## src/design/assert_macros.svh

```systemverilog
// Assertion macros used by the top-level RTL file to check its own logic.
`ifndef ASSERT_MACROS_SVH
`define ASSERT_MACROS_SVH

// Holds in the same cycle: whenever pre is true, post must be true.
`define ASSERT_SAME(label, clk, rst_n, pre, post) \
  label: assert property (@(posedge clk) disable iff (!rst_n) (pre) |-> (post)) \
    else $error("same-cycle check failed");

// Next-edge form: whenever pre is true, post must be true at the next edge.
`define ASSERT_NEXT(label, clk, rst_n, pre, post) \
  label: assert property (@(posedge clk) disable iff (!rst_n) (pre) |=> (post)) \
    else $error("next-cycle check failed");

`endif

```

## src/design/sbac_pkg.sv

```systemverilog
// Shared constants, codes and stage flag type for the swept box axis clip block.
package sbac_pkg;

  localparam int COORD_WIDTH_DEF = 32;
  localparam int CFG_INDEX_W     = 3;

  // Configuration register indexes.
  localparam logic [CFG_INDEX_W-1:0] REG_MOVER_X_LOW  = 3'd0;
  localparam logic [CFG_INDEX_W-1:0] REG_MOVER_Y_LOW  = 3'd1;
  localparam logic [CFG_INDEX_W-1:0] REG_MOVER_Z_LOW  = 3'd2;
  localparam logic [CFG_INDEX_W-1:0] REG_MOVER_X_HIGH = 3'd3;
  localparam logic [CFG_INDEX_W-1:0] REG_MOVER_Y_HIGH = 3'd4;
  localparam logic [CFG_INDEX_W-1:0] REG_MOVER_Z_HIGH = 3'd5;

  // Axis select codes.
  localparam logic [1:0] AXIS_X = 2'd0;
  localparam logic [1:0] AXIS_Y = 2'd1;
  localparam logic [1:0] AXIS_Z = 2'd2;

  // Per-item decisions carried down the pipeline.
  typedef struct packed {
    logic strict;
    logic touch;
    logic clip_pos;
    logic clip_neg;
  } clip_flags_t;

endpackage

```

## src/design/sbac_cmp.sv

```systemverilog
// First stage: per-axis box compares, axis selection and gap operand choice.
module sbac_cmp import sbac_pkg::*; #(
  parameter int COORD_WIDTH = COORD_WIDTH_DEF
) (
  input  logic                          clk,
  input  logic                          rst_n,
  input  logic                          in_valid,
  output logic                          in_ready,
  input  logic [1:0]                    axis,
  input  logic signed [COORD_WIDTH-1:0] obs_low  [3],
  input  logic signed [COORD_WIDTH-1:0] obs_high [3],
  input  logic signed [COORD_WIDTH-1:0] move,
  input  logic signed [COORD_WIDTH-1:0] mov_low  [3],
  input  logic signed [COORD_WIDTH-1:0] mov_high [3],
  output logic                          out_valid,
  input  logic                          out_ready,
  output logic signed [COORD_WIDTH-1:0] out_a,
  output logic signed [COORD_WIDTH-1:0] out_b,
  output logic signed [COORD_WIDTH-1:0] out_move,
  output clip_flags_t                   out_flags
);

  logic [2:0]  strict_ax;
  logic [2:0]  touch_ax;
  logic [2:0]  below;
  logic [2:0]  above;
  logic        cross_ok;
  logic [1:0]  ax_idx;
  logic        move_pos;
  logic        move_neg;
  logic        valid_r;
  logic        valid_nxt;
  logic signed [COORD_WIDTH-1:0] a_r, a_nxt;
  logic signed [COORD_WIDTH-1:0] b_r, b_nxt;
  logic signed [COORD_WIDTH-1:0] move_r;
  clip_flags_t flags_r, flags_nxt;

  always_comb begin
    for (int i = 0; i < 3; i++) begin
      strict_ax[i] = (mov_high[i] > obs_low[i]) && (mov_low[i] < obs_high[i]);
      touch_ax[i]  = (mov_high[i] >= obs_low[i]) && (mov_low[i] <= obs_high[i]);
      below[i]     = mov_high[i] <= obs_low[i];
      above[i]     = mov_low[i] >= obs_high[i];
    end
  end

  // Clipping needs strict overlap on the two axes other than the moving one.
  always_comb begin
    case (axis)
      AXIS_X: begin
        cross_ok = strict_ax[1] && strict_ax[2];
        ax_idx   = AXIS_X;
      end
      AXIS_Y: begin
        cross_ok = strict_ax[2] && strict_ax[0];
        ax_idx   = AXIS_Y;
      end
      AXIS_Z: begin
        cross_ok = strict_ax[0] && strict_ax[1];
        ax_idx   = AXIS_Z;
      end
      default: begin
        cross_ok = 1'b0;
        ax_idx   = AXIS_X;
      end
    endcase
  end

  assign move_neg = move[COORD_WIDTH-1];
  assign move_pos = !move_neg && (move != '0);

  // The gap is always a - b: obstacle low minus mover high for a forward move,
  // mover low minus obstacle high for a backward move.
  always_comb begin
    flags_nxt.strict   = &strict_ax;
    flags_nxt.touch    = &touch_ax;
    flags_nxt.clip_pos = cross_ok && move_pos && below[ax_idx];
    flags_nxt.clip_neg = cross_ok && move_neg && above[ax_idx];
    a_nxt = move_neg ? mov_low[ax_idx]  : obs_low[ax_idx];
    b_nxt = move_neg ? obs_high[ax_idx] : mov_high[ax_idx];
  end

  assign in_ready  = !valid_r || out_ready;
  assign valid_nxt = in_ready ? in_valid : valid_r;

  always_ff @(posedge clk) begin
    if (!rst_n) begin
      valid_r <= 1'b0;
    end else begin
      valid_r <= valid_nxt;
    end
  end

  always_ff @(posedge clk) begin
    if (in_ready && in_valid) begin
      a_r     <= a_nxt;
      b_r     <= b_nxt;
      move_r  <= move;
      flags_r <= flags_nxt;
    end
  end

  assign out_valid = valid_r;
  assign out_a     = a_r;
  assign out_b     = b_r;
  assign out_move  = move_r;
  assign out_flags = flags_r;

endmodule

```

## src/design/sbac_gap.sv

```systemverilog
// Second stage: gap subtraction and move magnitude.
module sbac_gap import sbac_pkg::*; #(
  parameter int COORD_WIDTH = COORD_WIDTH_DEF
) (
  input  logic                          clk,
  input  logic                          rst_n,
  input  logic                          in_valid,
  output logic                          in_ready,
  input  logic signed [COORD_WIDTH-1:0] a,
  input  logic signed [COORD_WIDTH-1:0] b,
  input  logic signed [COORD_WIDTH-1:0] move,
  input  clip_flags_t                   flags,
  output logic                          out_valid,
  input  logic                          out_ready,
  output logic [COORD_WIDTH-1:0]        out_gap,
  output logic [COORD_WIDTH-1:0]        out_mag,
  output logic signed [COORD_WIDTH-1:0] out_move,
  output clip_flags_t                   out_flags
);

  logic [COORD_WIDTH:0]   gap_full;
  logic                   valid_r;
  logic                   valid_nxt;
  logic [COORD_WIDTH-1:0] gap_r, gap_nxt;
  logic [COORD_WIDTH-1:0] mag_r, mag_nxt;
  logic signed [COORD_WIDTH-1:0] move_r;
  clip_flags_t            flags_r;

  // The gap is non-negative whenever a clip flag is set, so it fits unsigned.
  assign gap_full = {a[COORD_WIDTH-1], a} - {b[COORD_WIDTH-1], b};
  assign gap_nxt  = gap_full[COORD_WIDTH-1:0];
  assign mag_nxt  = move[COORD_WIDTH-1] ? (COORD_WIDTH'(0) - COORD_WIDTH'(move))
                                        : COORD_WIDTH'(move);

  assign in_ready  = !valid_r || out_ready;
  assign valid_nxt = in_ready ? in_valid : valid_r;

  always_ff @(posedge clk) begin
    if (!rst_n) begin
      valid_r <= 1'b0;
    end else begin
      valid_r <= valid_nxt;
    end
  end

  always_ff @(posedge clk) begin
    if (in_ready && in_valid) begin
      gap_r   <= gap_nxt;
      mag_r   <= mag_nxt;
      move_r  <= move;
      flags_r <= flags;
    end
  end

  assign out_valid = valid_r;
  assign out_gap   = gap_r;
  assign out_mag   = mag_r;
  assign out_move  = move_r;
  assign out_flags = flags_r;

endmodule

```

## src/design/sbac_sel.sv

```systemverilog
// Third stage: gap against magnitude compare, result select and output register.
module sbac_sel import sbac_pkg::*; #(
  parameter int COORD_WIDTH = COORD_WIDTH_DEF
) (
  input  logic                          clk,
  input  logic                          rst_n,
  input  logic                          in_valid,
  output logic                          in_ready,
  input  logic [COORD_WIDTH-1:0]        gap,
  input  logic [COORD_WIDTH-1:0]        mag,
  input  logic signed [COORD_WIDTH-1:0] move,
  input  clip_flags_t                   flags,
  output logic                          out_valid,
  input  logic                          out_ready,
  output logic signed [COORD_WIDTH-1:0] out_clipped,
  output logic                          out_strict,
  output logic                          out_touch
);

  logic                   take;
  logic                   valid_r;
  logic                   valid_nxt;
  logic [COORD_WIDTH-1:0] clipped_r, clipped_nxt;
  logic                   strict_r;
  logic                   touch_r;

  assign take = (flags.clip_pos || flags.clip_neg) && (gap < mag);

  always_comb begin
    if (!take) begin
      clipped_nxt = COORD_WIDTH'(move);
    end else if (flags.clip_neg) begin
      clipped_nxt = COORD_WIDTH'(0) - gap;
    end else begin
      clipped_nxt = gap;
    end
  end

  assign in_ready  = !valid_r || out_ready;
  assign valid_nxt = in_ready ? in_valid : valid_r;

  always_ff @(posedge clk) begin
    if (!rst_n) begin
      valid_r <= 1'b0;
    end else begin
      valid_r <= valid_nxt;
    end
  end

  always_ff @(posedge clk) begin
    if (in_ready && in_valid) begin
      clipped_r <= clipped_nxt;
      strict_r  <= flags.strict;
      touch_r   <= flags.touch;
    end
  end

  assign out_valid   = valid_r;
  assign out_clipped = $signed(clipped_r);
  assign out_strict  = strict_r;
  assign out_touch   = touch_r;

endmodule

```

## src/design/swept_box_axis_clip.sv

```systemverilog
// Top level of the swept box axis clip: configuration registers and a three-stage pipeline.
// An accepted item is registered by the compare, subtract and select stages in turn.
// Throughput: one item per cycle while out_tready is high; each stage holds one item.
// A stall on the output backs up stage by stage; in_tready drops only with all stages full.
// Reset (rst_n low, synchronous) empties the pipeline and clears all mover bounds to zero.
`include "assert_macros.svh"
module swept_box_axis_clip import sbac_pkg::*; #(
  parameter int COORD_WIDTH = COORD_WIDTH_DEF,
  localparam int IN_TDATA_W  = ((7 * COORD_WIDTH + 7) / 8) * 8,
  localparam int OUT_TDATA_W = ((COORD_WIDTH + 2 + 7) / 8) * 8
) (
  input  logic                   clk,
  input  logic                   rst_n,
  input  logic                   in_tvalid,
  output logic                   in_tready,
  // Low bit up: obstacle_x_low, obstacle_y_low, obstacle_z_low, obstacle_x_high,
  // obstacle_y_high, obstacle_z_high, move_amount, zero fill.
  input  logic [IN_TDATA_W-1:0]  in_tdata,
  // req_type.
  input  logic [1:0]             in_tuser,
  output logic                   out_tvalid,
  input  logic                   out_tready,
  // Low bit up: clipped_move, overlap_strict, overlap_touching, zero fill.
  output logic [OUT_TDATA_W-1:0] out_tdata,
  input  logic                   cfg_valid,
  output logic                   cfg_ready,
  input  logic [CFG_INDEX_W-1:0] cfg_index,
  input  logic [COORD_WIDTH-1:0] cfg_data
);

  logic signed [COORD_WIDTH-1:0] mover_low_r  [3];
  logic signed [COORD_WIDTH-1:0] mover_high_r [3];
  logic signed [COORD_WIDTH-1:0] obs_low  [3];
  logic signed [COORD_WIDTH-1:0] obs_high [3];
  logic signed [COORD_WIDTH-1:0] move_amount;

  logic                          s1_valid, s1_ready;
  logic signed [COORD_WIDTH-1:0] s1_a, s1_b, s1_move;
  clip_flags_t                   s1_flags;
  logic                          s2_valid, s2_ready;
  logic [COORD_WIDTH-1:0]        s2_gap, s2_mag;
  logic signed [COORD_WIDTH-1:0] s2_move;
  clip_flags_t                   s2_flags;
  logic signed [COORD_WIDTH-1:0] clipped_move;
  logic                          overlap_strict;
  logic                          overlap_touching;

  assign cfg_ready = 1'b1;

  always_ff @(posedge clk) begin
    if (!rst_n) begin
      for (int i = 0; i < 3; i++) begin
        mover_low_r[i]  <= '0;
        mover_high_r[i] <= '0;
      end
    end else if (cfg_valid && cfg_ready) begin
      case (cfg_index)
        REG_MOVER_X_LOW:  mover_low_r[0]  <= $signed(cfg_data);
        REG_MOVER_Y_LOW:  mover_low_r[1]  <= $signed(cfg_data);
        REG_MOVER_Z_LOW:  mover_low_r[2]  <= $signed(cfg_data);
        REG_MOVER_X_HIGH: mover_high_r[0] <= $signed(cfg_data);
        REG_MOVER_Y_HIGH: mover_high_r[1] <= $signed(cfg_data);
        REG_MOVER_Z_HIGH: mover_high_r[2] <= $signed(cfg_data);
        default: ;
      endcase
    end
  end

  always_comb begin
    for (int i = 0; i < 3; i++) begin
      obs_low[i]  = $signed(in_tdata[i*COORD_WIDTH +: COORD_WIDTH]);
      obs_high[i] = $signed(in_tdata[(i+3)*COORD_WIDTH +: COORD_WIDTH]);
    end
    move_amount = $signed(in_tdata[6*COORD_WIDTH +: COORD_WIDTH]);
  end

  sbac_cmp #(.COORD_WIDTH(COORD_WIDTH)) u_cmp (
    .clk       (clk),
    .rst_n     (rst_n),
    .in_valid  (in_tvalid),
    .in_ready  (in_tready),
    .axis      (in_tuser),
    .obs_low   (obs_low),
    .obs_high  (obs_high),
    .move      (move_amount),
    .mov_low   (mover_low_r),
    .mov_high  (mover_high_r),
    .out_valid (s1_valid),
    .out_ready (s1_ready),
    .out_a     (s1_a),
    .out_b     (s1_b),
    .out_move  (s1_move),
    .out_flags (s1_flags)
  );

  sbac_gap #(.COORD_WIDTH(COORD_WIDTH)) u_gap (
    .clk       (clk),
    .rst_n     (rst_n),
    .in_valid  (s1_valid),
    .in_ready  (s1_ready),
    .a         (s1_a),
    .b         (s1_b),
    .move      (s1_move),
    .flags     (s1_flags),
    .out_valid (s2_valid),
    .out_ready (s2_ready),
    .out_gap   (s2_gap),
    .out_mag   (s2_mag),
    .out_move  (s2_move),
    .out_flags (s2_flags)
  );

  sbac_sel #(.COORD_WIDTH(COORD_WIDTH)) u_sel (
    .clk         (clk),
    .rst_n       (rst_n),
    .in_valid    (s2_valid),
    .in_ready    (s2_ready),
    .gap         (s2_gap),
    .mag         (s2_mag),
    .move        (s2_move),
    .flags       (s2_flags),
    .out_valid   (out_tvalid),
    .out_ready   (out_tready),
    .out_clipped (clipped_move),
    .out_strict  (overlap_strict),
    .out_touch   (overlap_touching)
  );

  always_comb begin
    out_tdata                  = '0;
    out_tdata[COORD_WIDTH-1:0] = clipped_move;
    out_tdata[COORD_WIDTH]     = overlap_strict;
    out_tdata[COORD_WIDTH+1]   = overlap_touching;
  end

  // Strict overlap on all axes always implies touching overlap.
  `ASSERT_SAME(a_strict_touch, clk, rst_n, out_tvalid, !overlap_strict || overlap_touching)
  // The input side only stalls when every stage holds an item and the output is blocked.
  `ASSERT_SAME(a_stall_full, clk, rst_n, !in_tready, s1_valid && s2_valid && out_tvalid && !out_tready)
  // An accepted item occupies the first stage at the next edge.
  `ASSERT_NEXT(a_accept_s1, clk, rst_n, in_tvalid && in_tready, s1_valid)

endmodule

```

## config.mk

```make
export PLATFORM = sky130hd
export DESIGN_NAME = swept_box_axis_clip
export DESIGN_NICKNAME = d
export VERILOG_FILES = /design/src/design/sbac_pkg.sv /design/src/design/sbac_cmp.sv /design/src/design/sbac_gap.sv /design/src/design/sbac_sel.sv /design/src/design/swept_box_axis_clip.sv
export VERILOG_INCLUDE_DIRS = /design/src /design/src/design
export SDC_FILE = /design/constraint.sdc
export NUM_CORES = 1
export LEC_CHECK = 0
export CORE_MARGIN = 5
export CORE_UTILIZATION = 56
export CTS_BUF_LIST = sky130_fd_sc_hd__clkbuf_2 sky130_fd_sc_hd__clkbuf_4 sky130_fd_sc_hd__clkbuf_8
export CTS_CLUSTER_SIZE = 10
export DETAILED_ROUTE_END_ITERATION = 6
export DONT_BUFFER_PORTS = 1
export GPL_TIMING_DRIVEN = 1
export MAX_ROUTING_LAYER = met4
export PLACE_DENSITY = 0.78
export SLEW_MARGIN = 20
export SYNTH_ARGS = -nofsm -noshare
export SYNTH_HDL_FRONTEND = slang
export SYNTH_SLANG_ARGS = --single-unit
export TNS_END_PERCENT = 5
```

## constraint.sdc

```tcl
create_clock -name clk -period 10.5 [get_ports clk]
set_input_delay 2.1 -clock clk [delete_from_list [all_inputs] [get_ports clk]]
set_output_delay 2.1 -clock clk [all_outputs]
set_load 0.01 [all_outputs]
```

Word level (Yosys, flattened, before mapping). Index checks and enable logic that the tools add are counted.

Bitwise logic cells: 1. Muxes and demuxes: 23. Reductions and logical operators: 37. Add/subtract/negate cells: 3. Eq/ne operators: 7. Magnitude comparators: 21.

Operator list (number): 2-to-1 mux 32 bit (12); binary-select mux 32 bit (select 2 bit) (4); >= comparator 32 bit (6); <= comparator 32 bit (6); < comparator 32 bit (4); greater-than comparator 32 bit (3); subtractor 1 x 32 -> 32 bit, first input constant (2); nonzero test 32 bit (1); subtractor 32 bit (1); 2-to-1 mux 31 bit (1); logical AND 1 bit (18); AND reduction 2 bit (6); equality test 3 x 2 -> 1 bit, second input constant (2); equality test 3 bit, second input constant (2); AND reduction 3 bit (2); binary-select mux 1 bit (select 2 bit) (2); logical NOT 1 bit (4); logical OR 1 bit (4); case mux 2 bit (2 select lines) (1); equality test 3 x 1 -> 1 bit, second input constant (1); >= comparator 3 bit, second input constant (1); logical NOT 3 bit (1); < comparator 2 x 3 -> 1 bit, second input constant (1); NOT 2 -> 3 bit (1); 5 further kinds (6).

Output and inout port bits: 43. Bits in registers: 429.

Longest topological paths before layout.
Depth after elaboration: 7. Mapped depth: 12. Gate-level depth less buffers: 12.

Modules after synthesis. Synthesis repeated with hierarchy kept, for this count alone.

Cells, all modules: 2580. Area, all modules: 26725.6 um^2.

By module, submodules not included: sbac_cmp (instances 1, area each 11187.0 um^2, cells an instance 1149, seq. area each 3022.9 um^2); swept_box_axis_clip (instances 1, area each 7041.8 um^2, cells an instance 672, seq. area each 3843.7 um^2); sbac_gap (instances 1, area each 5565.3 um^2, cells an instance 486, seq. area each 2992.9 um^2); sbac_sel (instances 1, area each 2931.6 um^2, cells an instance 273, seq. area each 1041.0 um^2).

Worst setup path after synthesis. OpenSTA, ideal clock, no wires.

Kind: input port to flip-flop. Start point: input port out_tready. End point: register u_gap.flags_r, in the netlist u_gap.out_flags[0], enable pin. Cell stages on the path: 2. Setup slack: 0.428 ns. Library setup time: 0.708 ns. Arrival: 9.364 ns. Required time: 9.792 ns. Path buffers: 0. Cells stage by stage: nor2b_1 a21boi_0.

Cells in the longest elaborated chain, start to end: 3.

Ends and longest elaborated chain: start, declared (RTL line swept_box_axis_clip.sv:22) `input logic out_tready,`; logical OR 1 bit (RTL line sbac_sel.sv:39) `assign in_ready = !valid_r || out_ready;`; logical OR 1 bit (RTL line sbac_gap.sv:35) `assign in_ready = !valid_r || out_ready;`; logical AND 1 bit (RTL line sbac_gap.sv:47) `if (in_ready && in_valid) begin`; end signal, assigned (RTL line sbac_gap.sv:51) `flags_r <= flags;`; end, declared (RTL line sbac_gap.sv:27) `clip_flags_t flags_r;`.

No other way between the ends. A chain may end at the register's enable or synchronous reset.

Worst setup path in the final report.
Start point: input port out_tready. End point: output port in_tready.

Cells in the longest elaborated chain, start to end: 3.

Ends and longest elaborated chain: logical OR 1 bit (RTL line sbac_sel.sv:39); logical OR 1 bit (RTL line sbac_gap.sv:35); logical OR 1 bit (RTL line sbac_cmp.sv:83) `assign in_ready = !valid_r || out_ready;`; end, declared (RTL line swept_box_axis_clip.sv:15) `output logic in_tready,`.

No other way between the ends.

==> results.md <==
* Status: completed
* Fillers at 3861
* Die W at 227 µm
* Final core utilization at 0.611
* Worst Hold Slack at 482 ps
* Die area at 0.0515 mm²
* Hold_buf cts at 0
* Starting Density at 0.566
* Antenna violations before repair at 2
* Delay-heaviest family, CP: simple AND/OR/NAND/NOR gates
* Crit path required time at 8400 ps
* Clk buf depth at 3
* RSZ-0062 raised after global routing: false
* Final nets at 3199
* Wirelength, routed at 79.5 mm
* CTS resizes at 0
* Pins Over Slew Limit at 0
* Commonest non-fill, non-tap cell in the layout: nand2_1
* Slowest CP cell: nor2b_1
* Placer Congestion at 0.984
* First-pass GRT wire length at 119 mm
* Max_slew headroom at 0.313
* Syn Inst Count at 2697
* Clock Tree Root: clkbuf_8
* Top cell type's share of synthesized area at 0.265
* Clock Skew at 29.3 ps
* GRT Util Overall at 0.313
* Synthesized area at 0.0264 mm²
* Area grow syn2layout at 7.91%
* Endpoint class of the critical path: output pin
* Drc violations at 0
* Multi-input logic area at 0.0138 mm²
* DRT Pass-1 Iters at 5
* Setup Viol. Count Final at 0
* Internal at 0.00307 W
* Worst slew pin tran at 1030 ps
* Largest fanout on the critical path at 6
* Yosys cell types at 69
* NetSw at 0.00108 W
* #FFs+latches synth at 428
* Site Rows at 79
* Net Sw Frac at 0.261
* Ys flop type: edfxtp_1
* CTS tree: yes
* Core Footprint at 0.0466 mm²
* Synth async-reset ratio at 0
* Design area at 0.0284 mm²
* Setup bufs post-CTS at 0
* Share of cells above drive strength 1 at 0.101
* Clock group share of total power at 0.396
* Seq. cell area at 0.0109 mm²
* Vias at 20400
* Tcrit/Tclk final at 0.481
* EDFF count, synth at 233
* Clock-pin slew on the worst setup and hold paths at 60 ps
* Vias in the first global route at 20100
* Register area share after synthesis at 0.414
* Top cells by area, synth: edfxtp_1 (27%), dfxtp_1 (15%), ha_1 (12%)
* DR vias/cell at 6.10
* Clock sink count at 428
* Final hold violation count at 0
* Total congestion overflow at 0
* Minimum clock period at 5050 ps
* TNS Setup at 0 ps
* CP Class: in2out
* Total I/O pin count at 309
* Most frequent cells in the layout: nand2_1 (470), inv_1 (345), ha_1 (259)
* Leak at 11.7 nW
* Routed Antenna Nets at 0
* Worst EP arrival at 2950 ps
* Peak Freq at 198 MHz
* Combinational share of power at 0.135
* Drt wl/cell at 23.8 µm
* Reg power frac at 0.469
* Peak VDD IR at 0.166 mV
* Synthesized area per cell at 9.77 µm²
* Yosys warns at 0
* Largest stage delay, worst path at 580 ps
* Hold Path Class: reg2reg
* Die Height at 227 µm
* CTS Buf Count at 73
* Buffers on Ports at 0
* Crit path cell chain: nor2b_1 -> nand3_1
* Setup ws final at 5450 ps
* Dpl cell area at 0.0268 mm²
* Max Cap Viol at 0
* Drt initial violations at 1823
* Pwr dens at 146 mW/mm²
* Worst slack, placed at 5440 ps
* Pin count of the biggest net entering global routing at 196
* Startpoint types: input pin
* Final HPWL DP at 60.5 mm
* Clock Latency Late Sink at 650 ps
* Max H-tree Level at 3
* Worst path bufs/invs at 0
* Synth area leader: edfxtp_1
==> power by group through the flow <==
stage | clock, W | sequential [W] | combinational, W
5_1_grt | 0.00175 | 0.00195 | 0.000623
2_1_floorplan | 0 | 0.00196 | 0.000445
6_report | 0.00164 | 0.00195 | 0.000562
3_3_place_gp | 0 | 0.00198 | 0.000533
3_5_place_dp | 0 | 0.00198 | 0.000548
4_1_cts | 0.00167 | 0.00195 | 0.000553
==> stage by stage <==
stage | total power, W | std cells
after floorplan | 0.00241 | 2702
after global placement | 0.00251 | 3202
after detailed placement | 0.00253 | 3202
final | 0.00415 | 3338
after global routing | 0.00433 | 3338
after CTS | 0.00417 | 3335
==> synthesized netlist by cell type (14+ instances only) <==
cell type / instances
nand2_1: 471
inv_1: 345
ha_1: 261
edfxtp_1: 233
a21boi_0: 201
dfxtp_1: 195
clkbuf_1: 98
a21oi_1: 86
xnor2_1: 79
o21ai_0: 76
o22ai_1: 66
mux2i_1: 65
mux4_2: 64
nor2_1: 56
nand4_1: 35
mux2_2: 34
nand3_1: 27
a21o_1: 20
nor2b_1: 20
a211oi_1: 19
o31ai_1: 18
nor4_1: 17
o21a_1: 15
nor3_1: 14
==> kinds of logic (layout without fill, tap and decap cells) <==
| group | count (synthesis) | in the layout | share of synthesized area |
|---|---|---|---|
| and+or+nand+nor | 716 | 716 | 0.123 |
| AOI/OAI and AO/OA | 577 | 577 | 0.149 |
| buffers and inverters | 463 | 490 | 0.0674 |
| DFF | 428 | 428 | 0.414 |
| adders and majority gates | 262 | 262 | 0.125 |
| muxes | 163 | 163 | 0.0939 |
| xor gates and xnor gates | 86 | 86 | 0.0286 |
| other | 2 | 9 | 0.000285 |
==> registers in the layout, summed over array words and instances (netlist names) <==
register / count
u_gap.out_valid: 1
u_cmp.out_move: 32
u_sel.out_strict: 1
mover_high_r: 96
u_gap.out_flags: 4
u_sel.out_clipped: 32
u_gap.out_gap: 32
u_cmp.out_b: 32
u_cmp.out_flags: 4
u_gap.out_move: 32
u_cmp.out_valid: 1
u_cmp.out_a: 32
u_sel.out_valid: 1
mover_low_r: 96
u_gap.out_mag: 31
u_sel.out_touch: 1
==> routing by layer <==
| metal | share of wire | global-route usage |
|---|---|---|
| met4 | 0.039 | 0.109 |
| met2 | 0.45 | 0.473 |
| met5 | 0 | - |
| met3 | 0.10 | 0.0919 |
| met1 | 0.41 | 0.405 |
==> cell type report <==
type	count	area share
multi-input cells	1811	0.485
flip-flops and latches	428	0.383
clock buffers	110	0.0479
inverters	345	0.0455
well taps	607	0.0267
clock inverters	23	0.00827
repair buffers	12	0.00343
diodes	2	0.000176
==> path summary, 6_finish.rpt <==
check	slack [ps]	from	depth (start not counted)	to
min reg2reg	480	u_gap.out_flags[3]$_DFFE_PP_	0	u_sel.out_strict$_DFFE_PP_
max	5450	out_tready	2	in_tready
min	480	u_gap.out_flags[3]$_DFFE_PP_	0	u_sel.out_strict$_DFFE_PP_
max reg2reg	7050	u_cmp.out_a[7]$_DFFE_PP_	9	u_gap.out_gap[30]$_DFFE_PP_
Note: power is estimated with default switching activity, not from simulation.
